## src/design/one_shot_timer_queue_defines.svh

```systemverilog
// assertion macros shared by the timer queue modules
`ifndef ONE_SHOT_TIMER_QUEUE_DEFINES_SVH
`define ONE_SHOT_TIMER_QUEUE_DEFINES_SVH

// same-cycle implication, sampled on clk, off during reset
`define OTQ_ASSERT_NOW(label, ante, cons, msg) \
	label: assert property (@(posedge clk) disable iff (!arst_n) (ante) |-> (cons)) \
		else $error(msg);

// next-cycle implication, sampled on clk, off during reset
`define OTQ_ASSERT_NEXT(label, ante, cons, msg) \
	label: assert property (@(posedge clk) disable iff (!arst_n) (ante) |=> (cons)) \
		else $error(msg);

`endif

```

## src/design/otq_pkg.sv

```systemverilog
// shared types and constants for the one-shot timer queue
package otq_pkg;

	localparam int CAPACITY_DEF = 16;
	localparam int REQ_W = 2;
	localparam int ST_W  = 2;
	localparam int DL_W  = 48;
	localparam int ID_W  = 32;
	localparam int CL_W  = 32;

	typedef enum logic [REQ_W-1:0] {
		REQ_SCHEDULE = 2'd0,
		REQ_CANCEL   = 2'd1,
		REQ_TICK     = 2'd2
	} req_t;

	typedef enum logic [ST_W-1:0] {
		RES_ACCEPTED  = 2'd0,
		RES_REJECTED  = 2'd1,
		RES_FIRED     = 2'd2,
		RES_TICK_DONE = 2'd3
	} res_t;

	typedef enum logic [1:0] {
		S_IDLE,
		S_SCHED,
		S_CANCEL,
		S_TICK
	} state_t;

	typedef enum logic [2:0] {
		EMIT_NONE,
		EMIT_SCHED,
		EMIT_CANCEL,
		EMIT_FIRE,
		EMIT_TICK_DONE
	} emit_t;

	typedef struct packed {
		logic  capture;
		logic  scan_start;
		logic  scan_step;
		emit_t emit;
	} cmd_t;

	typedef struct packed {
		logic scan_done;
		logic best_found;
	} sts_t;

endpackage

```

## src/design/otq_ram.sv

```systemverilog
// generic single-write, single-read ram with registered read data
module otq_ram #(
	parameter int WIDTH = 8,
	parameter int DEPTH = 16,
	localparam int AW = (DEPTH > 1) ? $clog2(DEPTH) : 1
) (
	input  logic             clk,
	input  logic             we,
	input  logic [AW-1:0]    waddr,
	input  logic [WIDTH-1:0] wdata,
	input  logic             re,
	input  logic [AW-1:0]    raddr,
	output logic [WIDTH-1:0] rdata
);

	logic [WIDTH-1:0] mem_q [DEPTH];
	logic [WIDTH-1:0] rdata_q;

	always_ff @(posedge clk) begin
		if (we) begin
			mem_q[waddr] <= wdata;
		end
		if (re) begin
			rdata_q <= mem_q[raddr];
		end
	end

	assign rdata = rdata_q;

endmodule

```

## src/design/otq_ctrl.sv

```systemverilog
// controller state machine for the timer queue
`include "one_shot_timer_queue_defines.svh"

module otq_ctrl import otq_pkg::*; (
	input  logic             clk,
	input  logic             arst_n,
	input  logic             start,
	input  logic [REQ_W-1:0] req_type,
	input  sts_t             sts,
	output logic             busy,
	output cmd_t             cmd
);

	state_t state_q;
	state_t state_d;

	always_ff @(posedge clk or negedge arst_n) begin
		if (!arst_n) begin
			state_q <= S_IDLE;
		end else begin
			state_q <= state_d;
		end
	end

	always_comb begin
		state_d = state_q;
		case (state_q)
			S_IDLE: begin
				if (start) begin
					case (req_type)
						REQ_SCHEDULE: state_d = S_SCHED;
						REQ_CANCEL:   state_d = S_CANCEL;
						REQ_TICK:     state_d = S_TICK;
						default:      state_d = S_IDLE;
					endcase
				end
			end
			S_SCHED: state_d = S_IDLE;
			S_CANCEL: begin
				if (sts.scan_done) begin
					state_d = S_IDLE;
				end
			end
			S_TICK: begin
				if (sts.scan_done && !sts.best_found) begin
					state_d = S_IDLE;
				end
			end
			default: state_d = S_IDLE;
		endcase
	end

	always_comb begin
		busy           = 1'b1;
		cmd.capture    = 1'b0;
		cmd.scan_start = 1'b0;
		cmd.scan_step  = 1'b0;
		cmd.emit       = EMIT_NONE;
		case (state_q)
			S_IDLE: begin
				busy           = 1'b0;
				cmd.capture    = start;
				cmd.scan_start = start && (req_type == REQ_CANCEL || req_type == REQ_TICK);
			end
			S_SCHED: begin
				cmd.emit = EMIT_SCHED;
			end
			S_CANCEL: begin
				cmd.scan_step = 1'b1;
				if (sts.scan_done) begin
					cmd.emit = EMIT_CANCEL;
				end
			end
			S_TICK: begin
				cmd.scan_step = 1'b1;
				if (sts.scan_done) begin
					if (sts.best_found) begin
						cmd.emit       = EMIT_FIRE;
						cmd.scan_start = 1'b1;
					end else begin
						cmd.emit = EMIT_TICK_DONE;
					end
				end
			end
			default: begin
				busy = 1'b1;
			end
		endcase
	end

	`OTQ_ASSERT_NEXT(a_accept_goes_busy, start && !busy && (req_type == REQ_SCHEDULE || req_type == REQ_CANCEL || req_type == REQ_TICK), busy, "valid request did not make the block busy")
	`OTQ_ASSERT_NOW(a_tick_done_after_clean_scan, cmd.emit == EMIT_TICK_DONE, sts.scan_done && !sts.best_found, "tick closed with a due timer left")
	`OTQ_ASSERT_NEXT(a_fire_rescans, cmd.emit == EMIT_FIRE, busy && !sts.scan_done, "fired timer not followed by a new scan")

endmodule

```

## src/design/otq_datapath.sv

```systemverilog
// timer table, slot scan and result registers
`include "one_shot_timer_queue_defines.svh"

module otq_datapath import otq_pkg::*; #(
	parameter int CAPACITY = CAPACITY_DEF,
	localparam int AW = $clog2(CAPACITY)
) (
	input  logic             clk,
	input  logic             arst_n,
	input  cmd_t             cmd,
	output sts_t             sts,
	input  logic [DL_W-1:0]  deadline_ms,
	input  logic [CL_W-1:0]  client_ref,
	input  logic [ID_W-1:0]  cancel_id,
	input  logic [DL_W-1:0]  now_ms,
	output logic             result_valid,
	output logic [ST_W-1:0]  status,
	output logic [ID_W-1:0]  timer_id,
	output logic [CL_W-1:0]  fired_client,
	output logic             last
);

	localparam int RW = DL_W + ID_W + CL_W;
	localparam int KW = DL_W + ID_W;

	logic [CAPACITY-1:0] valid_q;
	logic [ID_W-1:0]     next_id_q;
	logic [ID_W-1:0]     id_inc;
	logic [DL_W-1:0]     deadline_q;
	logic [DL_W-1:0]     now_q;
	logic [CL_W-1:0]     client_q;
	logic [ID_W-1:0]     cancel_id_q;

	logic                free_found;
	logic [AW-1:0]       free_slot;
	logic                we;

	logic [AW-1:0]       addr_q;
	logic                issued_q;
	logic                rd_en;
	logic                rd_vld_s1;
	logic [AW-1:0]       slot_s1;
	logic [RW-1:0]       rdata;
	logic [DL_W-1:0]     rd_dl;
	logic [ID_W-1:0]     rd_id;
	logic [CL_W-1:0]     rd_cl;

	logic                hit;
	logic                cancel_hit;
	logic                take_best;
	logic                match_found_q;
	logic [AW-1:0]       match_slot_q;
	logic                best_found_q;
	logic [AW-1:0]       best_slot_q;
	logic [KW-1:0]       best_key_q;
	logic [CL_W-1:0]     best_client_q;

	logic                result_valid_q;
	logic [ST_W-1:0]     status_q;
	logic [ID_W-1:0]     timer_id_q;
	logic [CL_W-1:0]     fired_client_q;
	logic                last_q;

	// lowest free slot
	always_comb begin
		free_found = 1'b0;
		free_slot  = '0;
		for (int i = CAPACITY - 1; i >= 0; i--) begin
			if (!valid_q[i]) begin
				free_found = 1'b1;
				free_slot  = AW'(i);
			end
		end
	end

	assign we     = (cmd.emit == EMIT_SCHED) && free_found;
	assign id_inc = next_id_q + ID_W'(1);
	assign rd_en  = cmd.scan_step && !issued_q;

	otq_ram #(
		.WIDTH(RW),
		.DEPTH(CAPACITY)
	) u_table (
		.clk  (clk),
		.we   (we),
		.waddr(free_slot),
		.wdata({deadline_q, next_id_q, client_q}),
		.re   (rd_en),
		.raddr(addr_q),
		.rdata(rdata)
	);

	assign rd_dl = rdata[RW-1 -: DL_W];
	assign rd_id = rdata[CL_W +: ID_W];
	assign rd_cl = rdata[CL_W-1:0];

	assign hit        = rd_vld_s1 && valid_q[slot_s1];
	assign cancel_hit = hit && (rd_id == cancel_id_q) && !match_found_q;
	assign take_best  = hit && (rd_dl < now_q) &&
		(!best_found_q || ({rd_dl, rd_id} < best_key_q));

	assign sts.scan_done  = issued_q && !rd_vld_s1;
	assign sts.best_found = best_found_q;

	always_ff @(posedge clk or negedge arst_n) begin
		if (!arst_n) begin
			valid_q        <= '0;
			next_id_q      <= ID_W'(1);
			addr_q         <= '0;
			issued_q       <= 1'b0;
			rd_vld_s1      <= 1'b0;
			match_found_q  <= 1'b0;
			best_found_q   <= 1'b0;
			result_valid_q <= 1'b0;
		end else begin
			result_valid_q <= (cmd.emit != EMIT_NONE);
			if (we) begin
				valid_q[free_slot] <= 1'b1;
				next_id_q          <= (id_inc == '0) ? ID_W'(1) : id_inc;
			end
			if (cmd.emit == EMIT_CANCEL && match_found_q) begin
				valid_q[match_slot_q] <= 1'b0;
			end
			if (cmd.emit == EMIT_FIRE) begin
				valid_q[best_slot_q] <= 1'b0;
			end
			if (cmd.scan_start) begin
				addr_q        <= '0;
				issued_q      <= 1'b0;
				rd_vld_s1     <= 1'b0;
				match_found_q <= 1'b0;
				best_found_q  <= 1'b0;
			end else begin
				rd_vld_s1 <= rd_en;
				if (rd_en) begin
					if (addr_q == AW'(CAPACITY - 1)) begin
						issued_q <= 1'b1;
					end else begin
						addr_q <= addr_q + AW'(1);
					end
				end
				if (cancel_hit) begin
					match_found_q <= 1'b1;
				end
				if (take_best) begin
					best_found_q <= 1'b1;
				end
			end
		end
	end

	always_ff @(posedge clk) begin
		if (cmd.capture) begin
			deadline_q  <= deadline_ms;
			client_q    <= client_ref;
			cancel_id_q <= cancel_id;
			now_q       <= now_ms;
		end
		if (rd_en) begin
			slot_s1 <= addr_q;
		end
		if (cancel_hit) begin
			match_slot_q <= slot_s1;
		end
		if (take_best) begin
			best_slot_q   <= slot_s1;
			best_key_q    <= {rd_dl, rd_id};
			best_client_q <= rd_cl;
		end
		case (cmd.emit)
			EMIT_SCHED: begin
				status_q       <= free_found ? RES_ACCEPTED : RES_REJECTED;
				timer_id_q     <= free_found ? next_id_q : '0;
				fired_client_q <= '0;
				last_q         <= 1'b1;
			end
			EMIT_CANCEL: begin
				status_q       <= match_found_q ? RES_ACCEPTED : RES_REJECTED;
				timer_id_q     <= cancel_id_q;
				fired_client_q <= '0;
				last_q         <= 1'b1;
			end
			EMIT_FIRE: begin
				status_q       <= RES_FIRED;
				timer_id_q     <= best_key_q[ID_W-1:0];
				fired_client_q <= best_client_q;
				last_q         <= 1'b0;
			end
			EMIT_TICK_DONE: begin
				status_q       <= RES_TICK_DONE;
				timer_id_q     <= '0;
				fired_client_q <= '0;
				last_q         <= 1'b1;
			end
			default: begin
				last_q <= last_q;
			end
		endcase
	end

	assign result_valid = result_valid_q;
	assign status       = status_q;
	assign timer_id     = timer_id_q;
	assign fired_client = fired_client_q;
	assign last         = last_q;

	`OTQ_ASSERT_NEXT(a_no_back_to_back, result_valid_q, !result_valid_q, "results on consecutive cycles")
	`OTQ_ASSERT_NEXT(a_fire_frees_slot, cmd.emit == EMIT_FIRE, !valid_q[$past(best_slot_q)], "fired timer still pending")
	`OTQ_ASSERT_NOW(a_id_never_zero, 1'b1, next_id_q != '0, "id counter reached zero")

endmodule

```

## src/design/one_shot_timer_queue.sv

```systemverilog
// top level of the one-shot timer queue
// schedule: result strobe is registered from the SCHED state, next start accepted in the strobe cycle
// cancel: one slot read per cycle over the whole table, then a registered result
// tick: each fired timer costs one full table scan
// tick total: fired+1 table scans, set by the single table read port
// reset clears all pending timers and sets the next id to one; no clearing pass
module one_shot_timer_queue import otq_pkg::*; #(
	parameter int CAPACITY = CAPACITY_DEF
) (
	input  logic             clk,
	input  logic             arst_n,
	input  logic             start,
	output logic             busy,
	input  logic [REQ_W-1:0] req_type,
	input  logic [DL_W-1:0]  deadline_ms,
	input  logic [CL_W-1:0]  client_ref,
	input  logic [ID_W-1:0]  cancel_id,
	input  logic [DL_W-1:0]  now_ms,
	output logic             result_valid,
	output logic [ST_W-1:0]  status,
	output logic [ID_W-1:0]  timer_id,
	output logic [CL_W-1:0]  fired_client,
	output logic             last
);

	cmd_t cmd;
	sts_t sts;

	otq_ctrl u_ctrl (
		.clk     (clk),
		.arst_n  (arst_n),
		.start   (start),
		.req_type(req_type),
		.sts     (sts),
		.busy    (busy),
		.cmd     (cmd)
	);

	otq_datapath #(
		.CAPACITY(CAPACITY)
	) u_datapath (
		.clk         (clk),
		.arst_n      (arst_n),
		.cmd         (cmd),
		.sts         (sts),
		.deadline_ms (deadline_ms),
		.client_ref  (client_ref),
		.cancel_id   (cancel_id),
		.now_ms      (now_ms),
		.result_valid(result_valid),
		.status      (status),
		.timer_id    (timer_id),
		.fired_client(fired_client),
		.last        (last)
	);

endmodule
```

## config.mk

```make
export PLATFORM = sky130hd
export DESIGN_NAME = one_shot_timer_queue
export DESIGN_NICKNAME = d
export VERILOG_FILES = /design/src/design/otq_pkg.sv /design/src/design/otq_ram.sv /design/src/design/otq_ctrl.sv /design/src/design/otq_datapath.sv /design/src/design/one_shot_timer_queue.sv
export VERILOG_INCLUDE_DIRS = /design/src /design/src/design
export SDC_FILE = /design/constraint.sdc
export NUM_CORES = 2
export LEC_CHECK = 0
export BUFFER_PORTS_ARGS = -buffer_cell sky130_fd_sc_hd__buf_2
export CAP_MARGIN = 20
export CORE_UTILIZATION = 25
export DETAILED_ROUTE_END_ITERATION = 8
export PLACE_DENSITY_LB_ADDON = 0.2
export SLEW_MARGIN = 0
export SYNTH_ARGS = -nofsm -noshare
export SYNTH_HDL_FRONTEND = slang
export SYNTH_SLANG_ARGS = --single-unit
export TNS_END_PERCENT = 20
```

## constraint.sdc

```tcl
create_clock -name clk -period 11 [get_ports clk]
set_clock_uncertainty 0.1 [all_clocks]
set_input_delay 1.1 -clock clk [delete_from_list [all_inputs] [get_ports clk]]
set_output_delay 1.1 -clock clk [all_outputs]
set_load 0.005 [all_outputs]
```

* Word level (Yosys, flattened, before mapping)
Memory sizes are Yosys's and may differ from the RTL's. A register that Yosys moved wholly into a read port is not among the register bits.
Cells that the tools add are included.
** Operators by class
- Add/subtract/negate cells :: 2
- $mul :: 0
- Div/mod/pow operators :: 0
- Magnitude comparators :: 9
- Equality and inequality tests :: 15
- Shift operators :: 0
- Muxes and demuxes :: 79
- Bitwise operators :: 5
- Reductions and logical operators :: 35
** Operator list (number)
- $pmux 32 s4 :: 1
- $lt 80x80->1 :: 1
- $mux 4 :: 19
- $mux 32 :: 2
- $pmux 32 s2 :: 1
- $lt 48x48->1 :: 1
- $mux 16 :: 3
- $mux 1 :: 37
- $add 32x1->32 const B :: 1
- $and 16x16->16 :: 2
- $eq 32x32->1 :: 1
- $logic_not 32->1 :: 1
- $not 16->16 :: 2
- $lt 4x5->1 const B :: 4
- $or 16x16->16 :: 1
- $pmux 2 s4 :: 2
- $logic_and 1x1->1 :: 14
- $demux 1 s4 :: 3
- $ge 4x1->1 const B :: 3
- $reduce_bool 2->1 :: 5
- $pmux 3 s3 :: 1
- $mux 2 :: 4
- $eq 2x2->1 const B :: 3
- $eq 3x2->1 const B :: 2
- 20 further kinds :: 31
** Storage, ports and cells
- Register bits after elaboration :: 410
- Latch bits :: 0
- Bits in writable memories :: 1792
- ROM bits :: 0
- Input bits :: 165
- Output and inout port bits :: 69
- Word-level logic and storage cells :: 168
- Memories kept :: 1
** Memories
- u_datapath.u_table.mem_q :: depth 16, width 112, rd ports 1, clocked after memory_dff 1, write ports 1, line otq_ram.sv:16 : logic [WIDTH-1:0] mem_q [DEPTH];

* Logic depth before layout (Yosys ltp)
- Depth after elaboration :: 26
- Depth in mapped cells :: 10
- Mapped depth without buffers :: 9

* Modules after synthesis
From an unflattened synthesis, not the netlist that was laid out.
** Second synthesis, totals
- Cells, all modules :: 4270
- Area, all modules :: 89079.2 sq um
** By module, submodules not included
- otq_ram :: instances 1, cells each 2864, area each 70289.9 sq um, seq. area each 57174.8 sq um
- otq_datapath :: instances 1, cells each 1370, area each 18495.2 sq um, seq. area each 11967.7 sq um
- otq_ctrl :: instances 1, cells each 36, area each 294.0 sq um, seq. area each 50.0 sq um

* Worst setup path after synthesis
No wires, ideal clock.
- Kind :: flip-flop to flip-flop
- From :: reg u_datapath.u_table.rdata_q[93] (netlist: u_datapath.u_table.rdata[93]) (read register of u_datapath.u_table.mem_q)
- To :: reg u_datapath.best_client_q[0], enable pin
- Library setup time :: 763 ps
- Data arrival time :: 10222 ps
- Data required time :: 10137 ps
- Slack :: -85 ps
- Stages on the path, launching flop included :: 9
- Path buffers :: 0
- Clock period less this slack :: 11085 ps
- Cell sequence :: edfxtp_1 -> ha_1 -> a21o_1 -> a21o_1 -> a21oi_1 -> o21ai_0 -> a2111oi_0 -> nand3_1 -> a211oi_1
** Between the ends
- Longest elaborated chain between the ends :: 3
- Elaborated cells between the ends (all ways) :: 5
- Those cells by class :: order compare (2); reduce/logical (3)
** Ends and longest elaborated chain
- from (decl) :: line otq_ram.sv:17 : logic [WIDTH-1:0] rdata_q;
- $lt 80x80->1 / $lt 48x48->1 (equally long branches) :: line otq_datapath.sv:100, otq_datapath.sv:99
- $logic_or 1x1->1 / $logic_and 1x1->1 (equally long branches) :: line otq_datapath.sv:100, otq_datapath.sv:99
- $logic_and 1x1->1 * :: line otq_datapath.sv:99 : assign take_best = hit && (rd_dl < now_q) &&
- via u_datapath.take_best :: line otq_datapath.sv:50 : logic take_best;
- to (signal assigned) :: line otq_datapath.sv:168 : best_client_q <= rd_cl;
- to (decl) :: line otq_datapath.sv:56 : logic [CL_W-1:0] best_client_q;
Mark *: on every way through the listed nets, which the timed path passes. The rest lies on a longest branch.
A chain may end at the register's enable or synchronous reset.

* Final worst setup path
- From :: reg u_datapath.u_table.rdata_q[65] (netlist: u_datapath.u_table.rdata[65]) (read register of u_datapath.u_table.mem_q)
- To :: reg u_datapath.best_key_q[28], enable pin
** Between the ends
- Longest elaborated chain between the ends :: 3
- Elaborated cells between the ends (all ways) :: 5
- Those cells by class :: order compare (2); reduce/logical (3)
** Ends and longest elaborated chain
- $lt 80x80->1 / $lt 48x48->1 (equally long branches) :: line otq_datapath.sv:100, otq_datapath.sv:99
- $logic_or 1x1->1 / $logic_and 1x1->1 (equally long branches) :: line otq_datapath.sv:100, otq_datapath.sv:99
- $logic_and 1x1->1 * :: line otq_datapath.sv:99
- via u_datapath.take_best :: line otq_datapath.sv:50
- to (signal assigned) :: line otq_datapath.sv:167 : best_key_q <= {rd_dl, rd_id};
- to (decl) :: line otq_datapath.sv:55 : logic [KW-1:0] best_key_q;
Marked as above.

==> out/metrics.cfg <==
[place]
placed_cell_area_um2 = 96600
port-buffer-count = 233
dp_hpwl_um = 135000
post-place-ws_ns = 5.70
gp_congestion = 0.747

[logic_synthesis]
synthDistinctLibCells = 75
syn_avg_cell_area_um2 = 22.0
ys_warn_count = 0
synth_mux_area_share_pct = 14.3
mappedNetlistNets = 4360
ys_seq_area_share_pct = 77.5
synth_compound_area_share_pct = 1.67
synth-xor-area-share_pct = 0.707
synth_top_family_by_area = multiplexers
synth_seq_cells = 2314
synthAdderAreaFrac_pct = 1.91
async_flop_share_pct = 2.55
syn_area_um2 = 89300
synth_simple_gate_area_share_pct = 2.39
synth_edf_count = 2255
synth_ff_type = edfxtp_1
synthCells = 4059

[worst_setup_path]
crit_fanout = 48
r2r_cells = 11
crit_type = flip-flop to flip-flop
cp-start-kind = flip-flop
crit_arrival_ns = 5.27
crit_required_ns = 11.37
r2r_slack_ns = 6.10
timing.rr.end = u_datapath.best_key_q[28]
r2r-start = u_datapath.u_table.rdata[65]
endpoint_kind = flip-flop

[cts]
cts.path.max_buffers = 4
clock_sinks = 2314
clk_pin_slew_ns = 0.06
cts_buffers = 275
cts_root_buffer = clkbuf_16
cts_tree = yes
cts_hold_buf = 0
htree_levels = 5
cts_resized = 0
clk_latency_ns = 0.90
postCtsSetupBuffers = 0

[drt]
drt_iter0_drc = 3608
vias_per_cell = 4.45
wl_met3_um = 11500
dr.pass1.iters = 9
antenna_left = 0
wl_um = 250000
wl_per_cell_um = 26.5
wl_met2_um = 121000
num_vias = 42000
wl_met1_um = 111000
drc = 68
highest_layer = met5

[pwr]
leakage_nw = 33.6
vdd_drop_max_uv = 175
p_per_area_nw_per_um2 = 249

[die]
num_io_pins = 234
dieWidth_um = 600
core-area_um2 = 356000
start_util_pct = 25.1
die-area_um2 = 359000
row_count = 219
die-height_um = 600

[sta]
worst_pin_slew_ns = 1.13
max_freq_mhz = 204
fin_setup_tns_ns = 0
finalCritPeriodShare_pct = 44.5
max_slew_margin_pct = 24.9
rsz0062_at_grt = no
hold_violations = 0
final.setup.worst_slack_ns = 6.10
min_period_ns = 4.90
setup_viol = 0
slew_violations = 0

[grt]
first_global_vias = 44600
grt_max_degree = 112
grtUsageTotal_pct = 13.8
antenna_found_initial = 41
grt_overflow = 0
grt_pass1_wl_um = 350000

[layout]
seq_area_um2 = 69200
final_common_cell = edfxtp_1
multi_input_area_um2 = 18900
drive_gt1_share_pct = 27.7
final_cell_mix = edfxtp_1, mux4_2, clkbuf_16, buf_2, inv_1
area_growth_pct = 17.9
nets = 4774
n_fill_cell = 34800
stdcell_area_um2 = 105000

[worst_hold_path]
hold_class = primary input to asynchronous set/reset pin

[job]
cap_violations = 0

[status]
status = finished with violations
violations = design-rule violations

-- sequential cells by signal, indices dropped and copies added (netlist names), 2 cells and up --
name,count
u_ctrl.state_q,2
u_datapath.addr_q,4
u_datapath.best_client_q,32
u_datapath.best_key_q,80
u_datapath.best_slot_q,4
u_datapath.cancel_id_q,32
u_datapath.client_q,32
u_datapath.deadline_q,48
u_datapath.fired_client,32
u_datapath.match_slot_q,4
u_datapath.next_id_q,32
u_datapath.now_q,48
u_datapath.slot_s1,4
u_datapath.status,2
u_datapath.timer_id,32
u_datapath.u_table.mem_q,1792
u_datapath.u_table.rdata,112
u_datapath.valid_q,16
-- cells by family (layout without fill, tap and decap cells) --
group | count (synthesis) | in the layout
AO/OA/AOI/OAI | 235 | 235
AND/OR/NAND/NOR | 408 | 408
flip-flops | 2314 | 2314
adder cells (fa/ha/maj) | 136 | 136
multiplexers | 571 | 571
other | 0 | 4
XOR/XNOR | 72 | 72
buffers and inverters | 323 | 949
-- layer usage --
metal | up-vias | track usage [%]
met5 | - | 0
li1 | 17700 | -
met1 | 22800 | 18.7
met2 | 1088 | 22.7
met3 | 364 | 2.20
met4 | 6 | 3.81
-- worst max path at each step --
stage                                  from                        endpoint  slack, ns  cells after the start
2_1_floorplan             u_ctrl.state_q[1]  u_datapath.u_table.mem_q[3][0]       1.01                      4
3_3_place_gp   u_datapath.u_table.rdata[65]       u_datapath.best_key_q[29]       5.72                     10
3_5_place_dp   u_datapath.u_table.rdata[65]       u_datapath.best_key_q[28]       5.70                     10
4_1_cts        u_datapath.u_table.rdata[65]       u_datapath.best_key_q[28]       5.71                     10
5_1_grt        u_datapath.u_table.rdata[65]       u_datapath.best_key_q[31]       5.84                     11
6_report       u_datapath.u_table.rdata[65]       u_datapath.best_key_q[28]       6.10                     11
-- synthesized netlist by cell type, types with 6 or more instances --
cell / instances / area share (%)
xor2_1: 48 / 0.47
o22ai_1: 9 / 0.063
o21ai_0: 58 / 0.33
nand4_1: 49 / 0.34
or3_1: 6 / 0.042
nor2_1: 96 / 0.40
a211oi_1: 11 / 0.093
o221a_2: 8 / 0.10
nand3_1: 35 / 0.20
edfxtp_1: 2255 / 76
dfrtp_1: 58 / 1.6
ha_1: 136 / 1.9
and2_1: 37 / 0.26
buf_2: 49 / 0.27
o211ai_1: 8 / 0.067
buf_1: 27 / 0.11
xnor2_1: 24 / 0.24
nor3_1: 16 / 0.090
clkbuf_1: 87 / 0.37
nand2b_1: 7 / 0.049
and4_1: 6 / 0.059
and3_1: 17 / 0.12
inv_1: 152 / 0.64
a21o_1: 22 / 0.19
a31oi_1: 8 / 0.056
nand2_1: 86 / 0.36
a21oi_1: 70 / 0.39
nor2b_1: 12 / 0.084
mux4_2: 565 / 14
nor4_1: 19 / 0.13
-- worst max-delay path: stages, from the launching register on --
cell       delay, ns
edfxtp_1        0.41
ha_1            0.31
a21oi_1         0.13
nor2_1          0.06
a2111oi_0       0.40
nor2_1          0.27
a211oi_1        0.58
o311ai_2        0.20
buf_6           0.19
a211oi_4        0.22
buf_4           0.83
buf_4           0.65
-- through the flow --
stage,cells,util [%],hold WS [ns],power (mW)
after floorplan,4059,-,0.300,15.5
after global placement,8944,27.1,0.303,17.8
after detailed placement,8946,27.2,0.306,17.8
after CTS,9435,29.6,0.179,26.7
after global routing,9438,29.6,0.214,27.4
final,9440,29.6,0.270,26.2
-- area by class of cell --
| class | count | share of cell area [%] |
|---|---|---|
| clock inverter | 144 | 1.17 |
| antenna | 4 | 0.00952 |
| clock buffer | 345 | 7.00 |
| multi-input combinational | 1422 | 18.0 |
| inverter | 152 | 0.557 |
| tap | 4751 | 5.65 |
| sequential | 2314 | 65.8 |
| timing repair buffer | 308 | 1.84 |
-- power by group --
part / switching, mW / leakage (nW) / internal (mW) / total (mW)
clock: 3.64 / 4.21 / 5.17 / 8.82
combinational: 3.02 / 8.04 / 2.48 / 5.50
sequential: 0.798 / 21.4 / 11.1 / 11.9
total: 7.46 / 33.6 / 18.7 / 26.2
No activity file was read; power rests on OpenSTA's default activity.
